==> config.mk <==
export PLATFORM = sky130hd
export DESIGN_NAME = poly_voice_allocator_core
export DESIGN_NICKNAME = d
export VERILOG_FILES = /design/src/design/pva_pkg.sv /design/src/design/pva_table.sv /design/src/design/pva_ctrl.sv /design/src/design/poly_voice_allocator_core.sv
export SDC_FILE = /design/constraint.sdc
export NUM_CORES = 1
export LEC_CHECK = 0
export BUFFER_PORTS_ARGS = -buffer_cell sky130_fd_sc_hd__buf_2
export CAP_MARGIN = 10
export CORE_MARGIN = 5
export CORE_UTILIZATION = 25
export CTS_BUF_LIST = sky130_fd_sc_hd__clkbuf_8
export DETAILED_ROUTE_END_ITERATION = 12
export SLEW_MARGIN = 0
export SYNTH_ARGS = -nofsm -noshare
export SYNTH_HDL_FRONTEND = slang
export SYNTH_HIERARCHICAL = 1
export SYNTH_SLANG_ARGS = --single-unit
==> constraint.sdc <==
create_clock -name clk -period 6.3 [get_ports clk]
set_input_delay 1.26 -clock clk [delete_from_list [all_inputs] [get_ports clk]]
set_output_delay 1.26 -clock clk [all_outputs]
set_load 0.02 [all_outputs]
==> src/design/pva_pkg.sv <==
// shared types, constants and the pitch table for the voice allocator
// no dependencies; imported by every module of the block
package pva_pkg;

	// voice count, fixed for the whole block and its result format
	localparam int VOICES = 8;
	localparam int VOICE_W = $clog2(VOICES);
	localparam int CNT_W = $clog2(VOICES + 1);
	localparam int NOTE_W = 7;
	localparam int TIME_W = 32;
	localparam int PITCH_W = 16;
	localparam int NOTE_COUNT = 128;

	// pitch scaling: round((note - 69) * 32768 / 120), halves away from zero
	localparam int NOTE_REF = 69;
	localparam int PITCH_SCALE = 32768;
	localparam int PITCH_DEN = 120;
	localparam int PITCH_HALF = 60;

	// lowest-note search starts above any note
	localparam int LOW_W = 8;
	localparam int LOW_INIT = 255;

	typedef enum logic {
		FUNC_NOTE_ON  = 1'b0,
		FUNC_NOTE_OFF = 1'b1
	} func_t;

	typedef struct packed {
		func_t              func;
		logic [NOTE_W-1:0]  note_number;
		logic [TIME_W-1:0]  event_time;
	} in_beat_t;

	typedef struct packed {
		logic [VOICE_W-1:0]        voice;
		logic signed [PITCH_W-1:0] pitch_cv;
		logic                      gate;
		logic                      last;
	} out_beat_t;

	typedef struct packed {
		logic               held;
		logic [NOTE_W-1:0]  note;
		logic [TIME_W-1:0]  stamp;
	} tbl_entry_t;

	typedef struct packed {
		logic               en_a;
		logic               en_b;
		logic               held;
		logic [NOTE_W-1:0]  note;
		logic [TIME_W-1:0]  stamp;
	} tbl_wr_t;

	typedef enum logic [1:0] {
		ST_IDLE,
		ST_SCAN,
		ST_ON_PUT,
		ST_OFF_FLUSH
	} ctl_state_t;

	typedef logic signed [PITCH_W-1:0] pitch_lut_t [NOTE_COUNT];

	function automatic pitch_lut_t build_pitch_lut();
		pitch_lut_t lut;
		int i;
		int d;
		int q;
		for (i = 0; i < NOTE_COUNT; i++) begin
			d = i - NOTE_REF;
			if (d >= 0) begin
				q = (d * PITCH_SCALE + PITCH_HALF) / PITCH_DEN;
			end else begin
				q = -(((-d) * PITCH_SCALE + PITCH_HALF) / PITCH_DEN);
			end
			lut[i] = PITCH_W'(q);
		end
		return lut;
	endfunction

	localparam pitch_lut_t PITCH_LUT = build_pitch_lut();

endpackage

==> src/design/pva_table.sv <==
// voice table: held/note memory and release stamp memory, registered read
// depends on pva_pkg; valid bits make never-written entries read as reset
module pva_table import pva_pkg::*; (
	input  logic               clk,
	input  logic               arst_n,
	input  logic               rd_en,
	input  logic [VOICE_W-1:0] rd_addr,
	input  logic [VOICE_W-1:0] wr_addr,
	input  tbl_wr_t            wr,
	output tbl_entry_t         rd_data
);

	logic [NOTE_W:0]    mem_a [VOICES];
	logic [TIME_W-1:0]  mem_b [VOICES];
	logic [VOICES-1:0]  va_q;
	logic [VOICES-1:0]  vb_q;
	logic [NOTE_W:0]    a_s1;
	logic [TIME_W-1:0]  b_s1;
	logic               va_s1;
	logic               vb_s1;

	always_ff @(posedge clk) begin
		if (wr.en_a) begin
			mem_a[wr_addr] <= {wr.held, wr.note};
		end
		if (wr.en_b) begin
			mem_b[wr_addr] <= wr.stamp;
		end
		if (rd_en) begin
			a_s1 <= mem_a[rd_addr];
			b_s1 <= mem_b[rd_addr];
		end
	end

	always_ff @(posedge clk or negedge arst_n) begin
		if (!arst_n) begin
			va_q  <= '0;
			vb_q  <= '0;
			va_s1 <= 1'b0;
			vb_s1 <= 1'b0;
		end else begin
			if (wr.en_a) begin
				va_q[wr_addr] <= 1'b1;
			end
			if (wr.en_b) begin
				vb_q[wr_addr] <= 1'b1;
			end
			if (rd_en) begin
				va_s1 <= va_q[rd_addr];
				vb_s1 <= vb_q[rd_addr];
			end
		end
	end

	// unwritten entries read as free, note 0, stamp 0
	always_comb begin
		rd_data.held  = va_s1 & a_s1[NOTE_W];
		rd_data.note  = va_s1 ? a_s1[NOTE_W-1:0] : '0;
		rd_data.stamp = vb_s1 ? b_s1 : '0;
	end

endmodule

==> src/design/pva_ctrl.sv <==
// event sequencer: sweeps the voice table once per event, picks or releases
// voices and writes back; depends on pva_pkg, drives pva_table
module pva_ctrl import pva_pkg::*; (
	input  logic               clk,
	input  logic               arst_n,
	input  logic               evt_valid,
	output logic               evt_stall,
	input  in_beat_t           evt,
	input  logic               can_push,
	output logic               push,
	output out_beat_t          push_beat,
	output logic               tbl_rd_en,
	output logic [VOICE_W-1:0] tbl_rd_addr,
	output logic [VOICE_W-1:0] tbl_wr_addr,
	output tbl_wr_t            tbl_wr,
	input  tbl_entry_t         tbl_rd_data
);

	ctl_state_t          state_q;
	ctl_state_t          state_d;
	func_t               func_q;
	logic [NOTE_W-1:0]   note_q;
	logic [TIME_W-1:0]   time_q;
	logic [CNT_W-1:0]    rd_idx_q;
	logic                s1_vld_q;
	logic [VOICE_W-1:0]  s1_idx_q;
	logic                found_q;
	logic [TIME_W-1:0]   best_q;
	logic [VOICE_W-1:0]  free_pick_q;
	logic [LOW_W-1:0]    low_q;
	logic [VOICE_W-1:0]  steal_pick_q;
	logic                pend_vld_q;
	logic [VOICE_W-1:0]  pend_idx_q;

	logic               accept;
	logic               reads_left;
	logic               match;
	logic               hold;
	logic               advance;
	logic               issue;
	logic               scan_done;
	logic               is_on;
	logic               free_take;
	logic               steal_take;
	logic [VOICE_W-1:0] pick;

	always_comb begin
		accept     = evt_valid && (state_q == ST_IDLE);
		reads_left = rd_idx_q < CNT_W'(VOICES);
		is_on      = (func_q == FUNC_NOTE_ON);
		match      = s1_vld_q && !is_on && tbl_rd_data.held &&
			(tbl_rd_data.note == note_q);
		// a second match must wait until the earlier one can leave
		hold       = match && pend_vld_q && !can_push;
		advance    = (state_q == ST_SCAN) && !hold;
		issue      = advance && reads_left;
		scan_done  = (state_q == ST_SCAN) && !reads_left && !s1_vld_q;
		free_take  = s1_vld_q && is_on && !tbl_rd_data.held &&
			(!found_q || (tbl_rd_data.stamp < best_q));
		steal_take = s1_vld_q && is_on && ({1'b0, tbl_rd_data.note} <= low_q);
		pick       = found_q ? free_pick_q : steal_pick_q;
	end

	// next state
	always_comb begin
		state_d = state_q;
		case (state_q)
			ST_IDLE: begin
				if (evt_valid) begin
					state_d = ST_SCAN;
				end
			end
			ST_SCAN: begin
				if (scan_done) begin
					state_d = is_on ? ST_ON_PUT : ST_OFF_FLUSH;
				end
			end
			ST_ON_PUT: begin
				if (can_push) begin
					state_d = ST_IDLE;
				end
			end
			ST_OFF_FLUSH: begin
				if (!pend_vld_q || can_push) begin
					state_d = ST_IDLE;
				end
			end
			default: begin
				state_d = ST_IDLE;
			end
		endcase
	end

	// outputs
	always_comb begin
		evt_stall          = (state_q != ST_IDLE);
		tbl_rd_en          = issue;
		tbl_rd_addr        = rd_idx_q[VOICE_W-1:0];
		tbl_wr_addr        = s1_idx_q;
		tbl_wr             = '0;
		push               = 1'b0;
		push_beat.voice    = pend_idx_q;
		push_beat.pitch_cv = '0;
		push_beat.gate     = 1'b0;
		push_beat.last     = 1'b0;
		case (state_q)
			ST_SCAN: begin
				if (advance && match) begin
					tbl_wr.en_a  = 1'b1;
					tbl_wr.en_b  = 1'b1;
					tbl_wr.held  = 1'b0;
					tbl_wr.note  = tbl_rd_data.note;
					tbl_wr.stamp = time_q;
					push         = pend_vld_q;
				end
			end
			ST_ON_PUT: begin
				tbl_wr_addr = pick;
				if (can_push) begin
					tbl_wr.en_a        = 1'b1;
					tbl_wr.held        = 1'b1;
					tbl_wr.note        = note_q;
					push               = 1'b1;
					push_beat.voice    = pick;
					push_beat.pitch_cv = PITCH_LUT[note_q];
					push_beat.gate     = 1'b1;
					push_beat.last     = 1'b1;
				end
			end
			ST_OFF_FLUSH: begin
				push           = pend_vld_q && can_push;
				push_beat.last = 1'b1;
			end
			default: begin
				push = 1'b0;
			end
		endcase
	end

	always_ff @(posedge clk or negedge arst_n) begin
		if (!arst_n) begin
			state_q    <= ST_IDLE;
			rd_idx_q   <= '0;
			s1_vld_q   <= 1'b0;
			s1_idx_q   <= '0;
			found_q    <= 1'b0;
			pend_vld_q <= 1'b0;
			pend_idx_q <= '0;
		end else begin
			state_q <= state_d;
			if (accept) begin
				rd_idx_q   <= '0;
				s1_vld_q   <= 1'b0;
				found_q    <= 1'b0;
				pend_vld_q <= 1'b0;
			end
			if (advance) begin
				s1_vld_q <= issue;
				if (issue) begin
					s1_idx_q <= rd_idx_q[VOICE_W-1:0];
					rd_idx_q <= rd_idx_q + CNT_W'(1);
				end
				if (free_take) begin
					found_q <= 1'b1;
				end
				if (match) begin
					pend_vld_q <= 1'b1;
					pend_idx_q <= s1_idx_q;
				end
			end
			if ((state_q == ST_OFF_FLUSH) && can_push) begin
				pend_vld_q <= 1'b0;
			end
		end
	end

	always_ff @(posedge clk) begin
		if (accept) begin
			func_q <= evt.func;
			note_q <= evt.note_number;
			time_q <= evt.event_time;
			low_q  <= LOW_W'(LOW_INIT);
		end
		if (advance) begin
			if (free_take) begin
				best_q      <= tbl_rd_data.stamp;
				free_pick_q <= s1_idx_q;
			end
			if (steal_take) begin
				low_q        <= {1'b0, tbl_rd_data.note};
				steal_pick_q <= s1_idx_q;
			end
		end
	end

endmodule

==> src/design/poly_voice_allocator_core.sv <==
// polyphonic voice allocator, top level: sequencer, voice table, result register
// depends on pva_pkg, pva_ctrl and pva_table
//
// usage
//  - event channel (evt_valid / evt_stall / evt): one note-on or note-off per beat,
//    taken when evt_valid is high and evt_stall is low
//  - result channel (res_valid / res_stall / res): note-on gives one gate-1 beat
//    with pitch; note-off gives one gate-0 beat per released voice in ascending
//    voice order, last set on the final one, or no beat when nothing matches
//  - each event is one sweep over the voice table, a read per cycle from its
//    registered-read memories while no stalled result register halts the sweep
//  - evt_stall stays high for the whole sweep, so events enter one at a time:
//    the next event is taken only once the sequencer is back in idle
//  - a finished result waits in the output register while the next event is
//    taken; when the receiver stalls, the sweep halts on a second match until
//    the register frees, and results are never dropped or repeated
//  - reset clears the table at once through per-entry valid bits: every voice
//    free, note 0, release stamp 0; no clearing pass is needed
module poly_voice_allocator_core import pva_pkg::*; (
	input  logic      clk,
	input  logic      arst_n,
	input  logic      evt_valid,
	output logic      evt_stall,
	input  in_beat_t  evt,
	output logic      res_valid,
	input  logic      res_stall,
	output out_beat_t res
);

	logic               can_push;
	logic               push;
	out_beat_t          push_beat;
	logic               tbl_rd_en;
	logic [VOICE_W-1:0] tbl_rd_addr;
	logic [VOICE_W-1:0] tbl_wr_addr;
	tbl_wr_t            tbl_wr;
	tbl_entry_t         tbl_rd_data;

	logic          res_valid_q;
	out_beat_t     res_q;

	// sweep control and voice selection
	pva_ctrl u_ctrl (
		.clk         (clk),
		.arst_n      (arst_n),
		.evt_valid   (evt_valid),
		.evt_stall   (evt_stall),
		.evt         (evt),
		.can_push    (can_push),
		.push        (push),
		.push_beat   (push_beat),
		.tbl_rd_en   (tbl_rd_en),
		.tbl_rd_addr (tbl_rd_addr),
		.tbl_wr_addr (tbl_wr_addr),
		.tbl_wr      (tbl_wr),
		.tbl_rd_data (tbl_rd_data)
	);

	// voice state memories
	pva_table u_table (
		.clk     (clk),
		.arst_n  (arst_n),
		.rd_en   (tbl_rd_en),
		.rd_addr (tbl_rd_addr),
		.wr_addr (tbl_wr_addr),
		.wr      (tbl_wr),
		.rd_data (tbl_rd_data)
	);

	// output register: free now or emptied by the receiver this cycle
	assign can_push = !res_valid_q || !res_stall;

	always_ff @(posedge clk or negedge arst_n) begin
		if (!arst_n) begin
			res_valid_q <= 1'b0;
		end else if (push) begin
			res_valid_q <= 1'b1;
		end else if (!res_stall) begin
			res_valid_q <= 1'b0;
		end
	end

	// payload only moves on a push, so a stalled beat holds
	always_ff @(posedge clk) begin
		if (push) begin
			res_q <= push_beat;
		end
	end

	assign res_valid = res_valid_q;
	assign res       = res_q;

endmodule

======== After elaboration in Yosys (flattened, before gate mapping) ========
Memory sizes are Yosys's and may differ from the RTL's. A register that Yosys moved wholly into a read port is not among the register bits.
Index checks and enable logic that the tools add are counted.
word-level totals
  register bits after elaboration ......... 141
  RAM bits ................................ 320
  ROM bits ................................ 2048
  input port bits ......................... 44
  output and inout bits ................... 23
  word-level logic and storage cells ...... 138
  memories ................................ 3
memories
  memory           words  width  read ports  clocked after Yosys merged registers in  wr ports  RTL line         RTL
  (no name shown)  128    16     1           0                                        0         pva_ctrl.sv:125  push_beat.pitch_cv = PITCH_LUT[note_q];
  u_table.mem_b    8      32     1           1                                        1         pva_table.sv:14  logic [TIME_W-1:0] mem_b [VOICES];
  u_table.mem_a    8      8      1           1                                        1         pva_table.sv:13  logic [NOTE_W:0] mem_a [VOICES];
operators by class
  add/sub/neg operators ................... 1
  $lt $le $gt $ge ......................... 7
  equality and inequality tests ........... 9
  muxes and demuxes ....................... 51
  bitwise operators ....................... 5
  reductions and logical operators ........ 39
operators by type and width
  operator                                                   count
  two-way mux 32 bit                                         2
  two-way mux 42 bit                                         1
  < comparator 32 bit                                        1
  two-way mux 16 bit                                         2
  two-way mux 8 bit                                          4
  two-way mux 1 bit                                          22
  two-way mux 21 bit                                         1
  two-way mux 20 bit                                         1
  logical AND 1 bit                                          18
  OR 8 bit                                                   2
  case mux 8 bit (2 select lines)                            1
  two-way mux 4 bit                                          3
  AND reduction 2 bit                                        5
  logical NOT 1 bit                                          9
  greater-or-equal comparator 8 bit (second input constant)  1
  <= comparator 7 x 8 -> 1 bit                               1
  < comparator 3 x 4 -> 1 bit (second input constant)        2
  two-way mux 2 bit                                          4
  != test 2 x 1 -> 1 bit (second input constant)             4
  inverter 7 -> 8 bit                                        1
  case mux 2 bit (4 select lines)                            1
  equality test 7 bit                                        1
  two-way mux 7 bit                                          1
  binary-select mux 1 bit (select 3 bit)                     2
  16 further kinds                                           22

======== Longest topological paths before layout ========
Gate-level depths: netlist of run 1.
  depth in word-level cells ............... 12
  depth in mapped cells ................... 12
  depth with buffers taken out ............ 10

======== Cells and area by module ========
The synthesis of run 1 kept the hierarchy.
by module, submodules not included
  module                     times used  cells an instance  area each (µm²)  seq. area each (µm²)
  pva_table                  1           618                14278.7          11260.8
  pva_ctrl                   1           624                6393.6           2877.8
  poly_voice_allocator_core  1           24                 666.9            655.6

======== Worst setup path before layout of run 1 ========
Ideal clock, no wire load.
  path type ............................... input to register
  from .................................... input port res_stall
  to ...................................... memory u_table.mem_b[2][0] (enable)
  library setup time ...................... 0.462 ns
  arrival time ............................ 4.670 ns
  data required time ...................... 5.838 ns
  slack ................................... 1.167 ns
  stages on the path ...................... 7
  buffers on the path ..................... 1
  cell sequence ........................... nand2_1 > nand2b_1 > nand2_1 > nor4b_4 > buf_4 > nand2_1 > nor3_1
RTL lines
  element          RTL line                         RTL
  start, declared  poly_voice_allocator_core.sv:26  input logic res_stall,
  end, declared    pva_table.sv:14

==> run metrics, run 1 <==
outcome=finished clean; async set-reset flop share out of synthesis=6.786%; Slew headroom=30.13%; Hold Buf Count CTS=0; First-pass DRT Iterations=5; vias per cell=4.322; fin crit share=60.58%; Residual DRC=0; CP max FO=20; mapped cell area=21340 µm²; DP Area=22960 µm²; post-synth top area share=64.59%; Starting Density=25.10%; Net Sw Frac=30.23%; synthesis-to-finish area growth=14.98%; routability cong.=0.7609; num rows=107; Crit Path Category=flop to flop; I/O pin count=67; clock-pin slew on the worst setup and hold paths=0.06 ns; CP Capture Type=flop; Power Internal=6.243 mW; skew final=0.03850 ns; type of the tightest min-delay check=flop to flop; H-tree depth=3; final setup TNS=0 ns; Startpoint Class=flop; HPWL after DPL=26.68 mm; GRT Util Overall=9.703%; vias in the first global route=11.50k; Root Buffer Master=clkbuf_8; Setup violations, final=0; Post-synth EDFFs=459; Max VDD drop=0.1700 mV; CP max-delay cell=edfxtp_1; LEAKAGE=7.762 nW; port buffer count=66; Setup Fix Bufs, Post-CTS=0; largest net degree at the start of global routing=49; TritonCTS buffer count=81; Final Critical Period=3.816 ns; crit-path cells=xor2_1 -> nor4_1 -> nand3_1 -> nor4b_4 -> nand2b_1 -> nor2_4 -> buf_4; Clock Latency Late Sink=0.67 ns; post-synth top area cell=edfxtp_1; fmax=262.0 MHz; DR WL/cell=17.42 µm; CP peak stage delay=0.80 ns; Power Dens Cells=364.7 nW/µm²; Seq cells post-synth=501; NetSw=2.705 mW; synth warn=6; clock sink count=501; nets=1471; CTS tree=done; DIE HEIGHT=302.2 µm; die area=91300 µm²; vias=11.13k; Synth cell types=75; Core Area=85010 µm²; grt ovf=0; max cap viols=0; Design Area, Final=24530 µm²; Longest Clk Path Bufs=3; clock power share=30.4%; initial antenna violation count=2; crit-path leading delay family=simple AND/OR/NAND/NOR gates; actual slew at the worst max-slew pin=1.046 ns; Die W=302.2 µm; synth top area cells=edfxtp_1, mux4_2, dfrtp_1, ha_1, mux2_2; Req. time, crit path=6.62 ns; share of layout cells above drive strength 1=26.08%; Final Max Tran Viols=0; Hold Fails Final Rpt=0; part of the Yosys area used for sequential elements=69.33%; syn avg cell area=16.86 µm²; Post-DRT Antenna Nets=0; ys flop type=edfxtp_1; Iter 0 DRT Violations=756; syn nets=1371; combinational power share=20.3%; post-synthesis cell count=1266; hold slack=0.4679 ns; final WL=44.86 mm; CP bufs+invs=1; CTS resizes=0; first-pass GRT wire length=68.70 mm; CP Data Arrival Time=4.13 ns; RSZ-0062 raised after global routing=no; Seq pwr share=49.3%
cells by family (layout without fill, tap and decap cells):
group / count (synthesis) / count (layout) / synth area share [%]
buffers and inverters: 127 / 291 / 2.773
AND/OR/NAND/NOR: 250 / 250 / 6.338
XOR/XNOR: 9 / 9 / 0.3694
AO/OA/AOI/OAI: 158 / 158 / 4.861
other: 0 / 1 / 0
adder cells (fa/ha/maj): 61 / 61 / 3.577
multiplexers: 160 / 160 / 12.75
flip-flops: 501 / 501 / 69.33
per-stage QoR:
stage / total power [mW] / cells / setup WS (ns) / util, %
floorplan: 5.762 / 1266 / 1.167 / -
global placement: 6.276 / 2426 / 2.084 / 27.00
detailed placement: 6.329 / 2427 / 1.992 / 27.01
CTS: 9.093 / 2574 / 2.329 / 28.85
global route: 9.429 / 2575 / 2.256 / 28.86
finish: 8.948 / 2575 / 2.484 / 28.86
registers in the layout (all words and copies together) (netlist names), 2 cells and up:
name / cells
res: 21
u_ctrl/best_q: 32
u_ctrl/free_pick_q: 3
u_ctrl/low_q: 8
u_ctrl/note_q: 7
u_ctrl/pend_idx_q: 3
u_ctrl/rd_idx_q: 4
u_ctrl/s1_idx_q: 3
u_ctrl/state_q: 2
u_ctrl/steal_pick_q: 3
u_ctrl/time_q: 32
u_table/a_s1: 8
u_table/b_s1: 32
u_table/mem_a: 64
u_table/mem_b: 256
u_table/va_q: 8
u_table/vb_q: 8
layout make-up:
type / count / area (µm²)
Multi-Input combinational cell: 638 / 6028
Fill cell: 8384 / 60480
Timing Repair Buffer: 87 / 488.0
Sequential cell: 501 / 14800
Clock inverter: 65 / 439.2
Antenna cell: 1 / 2.502
Inverter: 57 / 214.0
Clock buffer: 82 / 1129
Tap cell: 1144 / 1431
power groups by stage:
stage	registers [mW]	logic (mW)	clock network, mW
2_1_floorplan	4.29	1.47	0
4_1_cts	4.42	1.85	2.82
3_3_place_gp	4.48	1.79	0
5_1_grt	4.46	1.99	2.98
3_5_place_dp	4.49	1.84	0
6_report	4.41	1.82	2.72
worst paths after layout:
check                            startpoint              endpoint  slack [ns]  depth (start not counted)
min                         u_table/va_q[3]       u_table/va_q[3]        0.47                          1
min in group asynchronous            arst_n       u_table/va_q[4]        0.73                          1
max in group asynchronous            arst_n    u_ctrl/rd_idx_q[0]        4.86                          1
min reg2reg                 u_table/va_q[3]       u_table/va_q[3]        0.47                          1
max                        u_ctrl/note_q[0]  u_table/mem_b[1][10]        2.48                          7
max reg2reg                u_ctrl/note_q[0]  u_table/mem_b[1][10]        2.48                          7
cells in the mapped netlist, types with 5 or more instances:
| master | instances |
|---|---|
| a211oi_1 | 13 |
| a21o_1 | 7 |
| a21oi_1 | 42 |
| a22oi_1 | 5 |
| a31oi_1 | 7 |
| and2_1 | 73 |
| buf_1 | 10 |
| buf_2 | 10 |
| buf_4 | 9 |
| clkbuf_1 | 33 |
| dfrtp_1 | 34 |
| dfxtp_1 | 8 |
| edfxtp_1 | 459 |
| ha_1 | 61 |
| inv_1 | 56 |
| mux2_2 | 53 |
| mux2i_1 | 21 |
| mux4_2 | 84 |
| nand2_1 | 47 |
| nand2b_1 | 10 |
| nand3_1 | 15 |
| nand4_1 | 5 |
| nor2_1 | 44 |
| nor2b_1 | 11 |
| nor3_1 | 7 |
| o211ai_1 | 6 |
| o21ai_0 | 34 |
| or2_2 | 16 |
| xor2_1 | 6 |
per-layer routing:
| metal | track usage [%] | up-vias | share of wire (%) |
|---|---|---|---|
| met2 | 16.06 | 257 | 49 |
| met5 | 0 | - | 0.029 |
| met4 | 3.776 | 2 | 2.6 |
| met3 | 1.837 | 85 | 4.0 |
| met1 | 12.66 | 5673 | 45 |
| li1 | - | 5112 | - |
cells in the final DEF (no fill, tap or decap), types with 6 or more instances in the layout:
| cell type | instances |
|---|---|
| buf_4 | 21 |
| nor2_4 | 8 |
| ha_1 | 61 |
| mux2_2 | 53 |
| dfxtp_1 | 8 |
| and2_1 | 73 |
| edfxtp_1 | 459 |
| o211ai_1 | 6 |
| buf_2 | 66 |
| xor2_1 | 6 |
| clkinv_2 | 16 |
| a21oi_1 | 42 |
| clkbuf_8 | 82 |
| o21ai_0 | 34 |
| nand3_1 | 15 |
| a211oi_1 | 13 |
| a21o_1 | 7 |
| dfrtp_1 | 31 |
| clkinv_1 | 20 |
| mux4_2 | 84 |
| inv_1 | 72 |
| mux2i_1 | 21 |
| nor2b_1 | 11 |
| nand2_1 | 47 |
| a31oi_1 | 7 |
| nand2b_1 | 10 |
| nor2_1 | 36 |
| or2_2 | 16 |
No activity file was read; power rests on OpenSTA's default activity.
==> inputs of run 2 (changes only) <==
==> constraint.sdc (replaced) <==
create_clock -name clk -period 3.7 [get_ports clk]
set_input_delay 0.74 -clock clk [delete_from_list [all_inputs] [get_ports clk]]
set_output_delay 0.74 -clock clk [all_outputs]
set_load 0.02 [all_outputs]
==> run 2 against run 1 <==
Compared with the run above:
- wire length up 2.8%
- clock-buffer cell count up 1
- hold slack worse by 0.28 ns
- cell count up 1.2%
- non-clock buffer count up 28
- sequential cell count unchanged
- critical endpoint is now u_ctrl/best_q[6]
- highest routed layer is now met4
==> run metrics, run 2 (same netlist as run 1, synthesis figures left out) <==
Die W=302.2 µm (unchanged); Power Internal=10.96 mW (was 6.243 mW); clock sink count=501 (unchanged); Root Buffer Master=clkbuf_8 (unchanged); vias in the first global route=12.03k (was 11.50k); DIE HEIGHT=302.2 µm (unchanged); I/O pin count=67 (unchanged); fin crit share=88.61% (was 60.58%); max reg flops=256 (unchanged); H-tree depth=3 (unchanged); CP max FO=18 (was 20); Iter 0 DRT Violations=713 (was 756); die area=91300 µm² (unchanged); crit-path leading delay family=simple AND/OR/NAND/NOR gates (unchanged); max cap viols=0 (unchanged); num rows=107 (unchanged); CP Data Arrival Time=3.61 ns (was 4.13 ns); clock-pin slew on the worst setup and hold paths=0.06 ns (about the same); Seq pwr share=47.8% (was 49.3%); Crit Path Category=flop to flop (unchanged); biggest regs=u_table/mem_b (256), u_table/mem_a (64) (unchanged); most frequent cells in the layout=edfxtp_1, mux4_2, clkbuf_8, inv_1, and2_1 (was edfxtp_1, mux4_2, clkbuf_8, and2_1, inv_1); actual slew at the worst max-slew pin=0.8457 ns (was 1.046 ns); pre-CTS setup slack=0.1948 ns (was 1.992 ns); Slew headroom=43.62% (was 30.13%); CP bufs+invs=1 (unchanged); clock power share=31.6% (was 30.4%); skew final=0.03829 ns (was 0.03850 ns); First-pass DRT Iterations=4 (was 5); largest net degree at the start of global routing=48 (was 49); initial antenna violation count=2 (unchanged); commonest non-fill, non-tap cell in the layout=edfxtp_1 (unchanged); Net Sw Frac=29.69% (was 30.23%); vias=11.31k (was 11.13k); grt ovf=0 (unchanged); Residual DRC=0 (unchanged); Power Dens Cells=625.7 nW/µm² (was 364.7 nW/µm²); hold slack=0.1904 ns (was 0.4679 ns); outcome=finished clean (unchanged); Hold Fails Final Rpt=0 (unchanged); Post-DRT Antenna Nets=0 (unchanged); nets=1501 (was 1471); CP max-delay cell=a31oi_1 (was edfxtp_1); NetSw=4.626 mW (was 2.705 mW); type of the tightest min-delay check=input port to async pin (was flop to flop); Longest Clk Path Bufs=3 (unchanged); Final Max Tran Viols=0 (unchanged); final WL=46.12 mm (was 44.86 mm); synthesis-to-finish area growth=16.70% (was 14.98%); TritonCTS buffer count=82 (was 81); GRT Util Overall=10.02% (was 9.703%); Req. time, crit path=4.03 ns (was 6.62 ns); Hold Buf Count CTS=0 (unchanged); crit-path cells=buf_4 -> and2_1 -> ha_1 -> and4_1 -> nand2_1 -> nor4_1 -> o41ai_1 -> a31oi_1 -> nor2_4 (was xor2_1 -> nor4_1 -> nand3_1 -> nor4b_4 -> nand2b_1 -> nor2_4 -> buf_4); final setup TNS=0 ns (unchanged); CTS tree=done (unchanged); fmax=305.0 MHz (was 262.0 MHz); RSZ-0062 raised after global routing=no (unchanged); Setup Fix Bufs, Post-CTS=0 (unchanged); DR WL/cell=17.69 µm (was 17.42 µm); CP peak stage delay=0.54 ns (was 0.80 ns); CP Capture Type=flop (unchanged); Setup violations, final=0 (unchanged); Final Critical Period=3.278 ns (was 3.816 ns); HPWL after DPL=28.66 mm (was 26.68 mm); vias per cell=4.338 (was 4.322); share of layout cells above drive strength 1=27.63% (was 26.08%); Starting Density=25.10% (unchanged); first-pass GRT wire length=71.23 mm (was 68.70 mm); Setup WS post-layout=0.4216 ns (was 2.484 ns); LEAKAGE=7.982 nW (was 7.762 nW); Core Area=85010 µm² (unchanged); Startpoint Class=flop (unchanged); Biggest register=u_table/mem_b (unchanged); Tot Pwr=15.58 mW (was 8.948 mW); combinational power share=20.6% (was 20.3%); Max VDD drop=0.2586 mV (was 0.1700 mV); Clock Latency Late Sink=0.66 ns (was 0.67 ns); CTS resizes=0 (unchanged); routability cong.=0.8009 (was 0.7609); port buffer count=66 (unchanged)
==> run 2: changes by cell type in the layout (fill, tap and decap cells not counted), sizes merged <==
cell    previous run  this run
nor2              44        45
clkbuf            82        83
bufinv             4         7
clkinv            37        32
buf               87       115
inv               79        83
==> run 2: worst register-to-register path: stages, from the launching register on <==
cell     delay, ns
dfrtp_1       0.52
buf_4         0.26
and2_1        0.17
ha_1          0.31
and4_1        0.23
nand2_1       0.10
nor4_1        0.40
o41ai_1       0.18
a31oi_1       0.54
nor2_4        0.27
==> run 2: power by group through the flow <==
stage	registers [mW]	logic (mW)	clock network [mW]
floorplan	7.31	2.51	0
global placement	7.59	3.16	0
detailed placement	7.59	3.23	0
CTS	7.48	3.25	5.11
global route	7.53	3.54	5.38
finish	7.45	3.21	4.92
==> run 2: cell type report <==
| type | instances | area, µm² |
|---|---|---|
| clock buffer | 83 | 1142 |
| sequential | 501 | 14810 |
| tap | 1144 | 1431 |
| antenna | 1 | 2.502 |
| clock inverter | 67 | 525.5 |
| fill | 8417 | 60110 |
| inverter | 57 | 214.0 |
| multi-input combinational | 639 | 6047 |
| timing repair buffer | 115 | 735.7 |
==> run 2: layer usage <==
metal | wire length [µm] | vias to the layer above | global-route usage (%)
li1 | - | 5180 | -
met1 | 19960 | 5746 | 12.76
met4 | 1344 | 0 | 4.030
met5 | 0 | - | 0
met2 | 22660 | 294 | 16.84
met3 | 2154 | 90 | 1.974
==> run 2: path summary, 6_finish.rpt <==
kind                                      start                  to  slack (ns)  cells past startpoint
worst max-delay path              u_table/vb_s1    u_ctrl/best_q[6]        0.42                      9
worst min-delay path                     arst_n     u_table/va_q[0]        0.19                      1
worst max register to register    u_table/vb_s1    u_ctrl/best_q[6]        0.42                      9
worst min register to register  u_table/vb_q[3]     u_table/vb_q[3]        0.47                      1
max in group asynchronous                arst_n  u_ctrl/rd_idx_q[1]        2.88                      1
min in group clk                        evt[16]   u_ctrl/time_q[16]        0.26                      1
==> run 2: per-stage QoR <==
step | instance area, µm² | util [%] | std cells
2_1_floorplan | 21350 | - | 1266
4_1_cts | 24890 | 29.28 | 2605
3_5_place_dp | 23220 | 27.32 | 2455
3_3_place_gp | 23220 | 27.32 | 2455
5_1_grt | 24900 | 29.29 | 2607
6_report | 24900 | 29.29 | 2607
==> inputs of run 3 (changes only) <==
--- a/config.mk
+++ b/config.mk
@@ -5,8 +5,9 @@
 export SDC_FILE = /design/constraint.sdc
 export NUM_CORES = 1
 export LEC_CHECK = 0
+export ABC_AREA = 1
 export BUFFER_PORTS_ARGS = -buffer_cell sky130_fd_sc_hd__buf_2
-export CAP_MARGIN = 10
+export CAP_MARGIN = 40
 export CORE_MARGIN = 5
 export CORE_UTILIZATION = 25
 export CTS_BUF_LIST = sky130_fd_sc_hd__clkbuf_8
==> run 3 against run 2 <==
Compared with the run above:
- design area rose by 1.6%
- cell count rose by 27%
- setup slack improved by 0.41 ns
- wire length rose by 8.5%
- largest power group unchanged
==> run metrics, run 3 <==
HPWL after DPL=29.52 mm (was 28.66 mm); vias in the first global route=14.03k (was 12.03k); First-pass DRT Iterations=5 (was 4); Hold Fails Final Rpt=0 (unchanged); Seq cells post-synth=501 (unchanged); part of the Yosys area used for sequential elements=67.47% (was 69.33%); LEAKAGE=9.868 nW (was 7.982 nW); Crit path top cell by count=nand2_1; Clock Latency Late Sink=0.67 ns (was 0.66 ns); CTS resizes=0 (unchanged); post-synthesis cell count=1985 (was 1266); biggest regs=u_table/mem_b (256), u_table/mem_a (64) (unchanged); Setup violations, final=0 (unchanged); routability cong.=0.8146 (was 0.8009); Power Dens Cells=670.0 nW/µm² (was 625.7 nW/µm²); largest net degree at the start of global routing=125 (was 48); post-synth top area cell=edfxtp_1 (unchanged); CP max FO=27 (was 18); most frequent cells in the layout=edfxtp_1, nand2_1, nor2_1, o21ai_0, inv_1 (was edfxtp_1, mux4_2, clkbuf_8, inv_1, and2_1); CP Capture Type=flop (unchanged); fin crit share=77.45% (was 88.61%); outcome=finished clean (unchanged); Starting Density=25.24% (was 25.10%); max reg flops=256 (unchanged); share of layout cells above drive strength 1=12.03% (was 27.63%); final setup TNS=0 ns (unchanged); syn nets=2090 (was 1371); I/O pin count=67 (unchanged); mapped cell area=21930 µm² (was 21340 µm²); Final Max Tran Viols=0 (unchanged); num rows=108 (was 107); Post-synth EDFFs=459 (unchanged); final WL=50.06 mm (was 46.12 mm); Final Critical Period=2.866 ns (was 3.278 ns); syn avg cell area=11.05 µm² (was 16.86 µm²); Post-synth top cells=edfxtp_1, nand2_1, nor2_1 (was edfxtp_1, mux4_2, and2_1); die area=93740 µm² (was 91300 µm²); count leader, synth=edfxtp_1 (unchanged); TritonCTS buffer count=82 (unchanged); Startpoint Class=flop (unchanged); Iter 0 DRT Violations=861 (was 713); clock-pin slew on the worst setup and hold paths=0.06 ns (about the same); DIE HEIGHT=306.2 µm (was 302.2 µm); synth top area cells=edfxtp_1, nand2_1, nor2_1, o21ai_0, dfrtp_1 (was edfxtp_1, mux4_2, dfrtp_1, ha_1, mux2_2); Req. time, crit path=4.03 ns (about the same); CTS tree=done (unchanged); initial antenna violation count=2 (unchanged); clock sink count=501 (unchanged); Longest Clk Path Bufs=3 (unchanged); Root Buffer Master=clkbuf_8 (unchanged); first-pass GRT wire length=77.80 mm (was 71.23 mm); CP Data Arrival Time=3.19 ns (was 3.61 ns); Core Area=86890 µm² (was 85010 µm²); Residual DRC=0 (unchanged); Synth cell types=47 (was 75); Setup Fix Bufs, Post-CTS=0 (unchanged); max cap viols=0 (unchanged); Crit Path Category=flop to flop (unchanged); vias per cell=4.318 (was 4.338); synthesis-to-finish area growth=15.33% (was 16.70%); fmax=349.0 MHz (was 305.0 MHz); type of the tightest min-delay check=input port to flop (was input port to async pin); Biggest register=u_table/mem_b (unchanged); Slew headroom=47.09% (was 43.62%); post-synth top area share=62.86% (was 64.59%); H-tree depth=3 (unchanged); port buffer count=66 (unchanged); commonest non-fill, non-tap cell in the layout=edfxtp_1 (unchanged); DR WL/cell=15.16 µm (was 17.69 µm); Post-DRT Antenna Nets=0 (unchanged); Die W=306.2 µm (was 302.2 µm); RSZ-0062 raised after global routing=no (unchanged); GRT Util Overall=10.42% (was 10.02%); CP peak stage delay=0.51 ns (was 0.54 ns); nets=2188 (was 1501); async set-reset flop share out of synthesis=6.786% (unchanged); ys flop type=edfxtp_1 (unchanged); final core occ=29.11% (was 29.29%); grt ovf=0 (unchanged); crit-path cells=nand2_1 -> inv_1 -> inv_1 -> nand2_1 -> nand2_1 -> nor3b_1 -> nand2_1 -> nor2_2 -> nand3_2 -> inv_2 -> inv_1 -> nor2_4 -> buf_12 (was buf_4 -> and2_1 -> ha_1 -> and4_1 -> nand2_1 -> nor4_1 -> o41ai_1 -> a31oi_1 -> nor2_4); Max VDD drop=0.2574 mV (was 0.2586 mV); vias=14.26k (was 11.31k); CP max-delay cell=dfrtp_1 (was a31oi_1); synth warn=6 (unchanged); skew final=0.03991 ns (was 0.03829 ns); actual slew at the worst max-slew pin=0.7936 ns (was 0.8457 ns)
run 3: cell type report:
| cell class | count | area [µm²] |
|---|---|---|
| fill | 8876 | 61600 |
| sequential | 501 | 14800 |
| multi-input combinational | 1180 | 5846 |
| tap | 1155 | 1445 |
| clock buffer | 82 | 1129 |
| timing repair buffer | 121 | 940.9 |
| inverter | 197 | 742.0 |
| clock inverter | 64 | 380.4 |
| antenna | 2 | 5.005 |
run 3: per-stage QoR:
step	worst slack (ns)	cells	hold WS [ns]	total power, mW	area [µm²]
CTS	0.7894	3300	0.1624	17.18	25290
floorplan	0.2231	1985	0.4274	11.12	21930
finish	0.8344	3302	0.2435	16.94	25290
detailed placement	0.8346	3153	0.4453	12.59	23770
global route	0.5384	3301	0.1960	18.14	25290
global placement	0.6254	3150	0.4377	12.47	23700
run 3: power by group:
group          leakage, nW  internal [mW]  total [mW]  switching, mW
clock network        0.841           2.30        4.51           2.20
registers             4.70           7.05        7.47          0.417
logic                 4.33           1.57        4.97           3.39
total                 9.87           10.9        16.9           6.02
run 3: timing repair:
item | CTS | global route
hold endpoints to repair | 34 | 0
hold buffers | 1 | 0
setup endpoints to repair | 0 | 0
run 3: path summary, 6_finish.rpt:
path	end	cells after the start	startpoint	slack (ns)
hold / removal	u_ctrl/time_q[22]	1	evt[22]	0.24
max in group asynchronous	u_ctrl/rd_idx_q[1]	3	arst_n	2.90
setup reg to reg	u_table/mem_b[4][1]	13	u_table/va_s1	0.83
setup / recovery	u_table/mem_b[4][1]	13	u_table/va_s1	0.83
hold reg to reg	u_table/vb_q[2]	2	u_table/vb_q[2]	0.46
min in group asynchronous	res_valid	3	arst_n	0.58
run 3: routing by layer:
metal,vias up,track usage (%),wire length [µm]
met4,0,3.970,1342
met1,6817,13.37,22300
li1,7004,-,-
met3,90,1.967,2455
met5,-,0,0
met2,346,17.56,23960
run 3: kinds of logic after synthesis:
group / synth area share, %
AND/OR/NAND/NOR: 12.77
flip-flops: 67.47
AO/OA/AOI/OAI: 9.797
buffers and inverters: 6.174
adder cells (fa/ha/maj): 3.481
XOR/XNOR: 0.1597
multiplexers: 0.1540
run 3: critical path, delay by kind of cell (launching register included):
kind,cells,cell delay [ns]
simple gates,8,1.15
flops,1,0.51
buf+inv,5,0.87
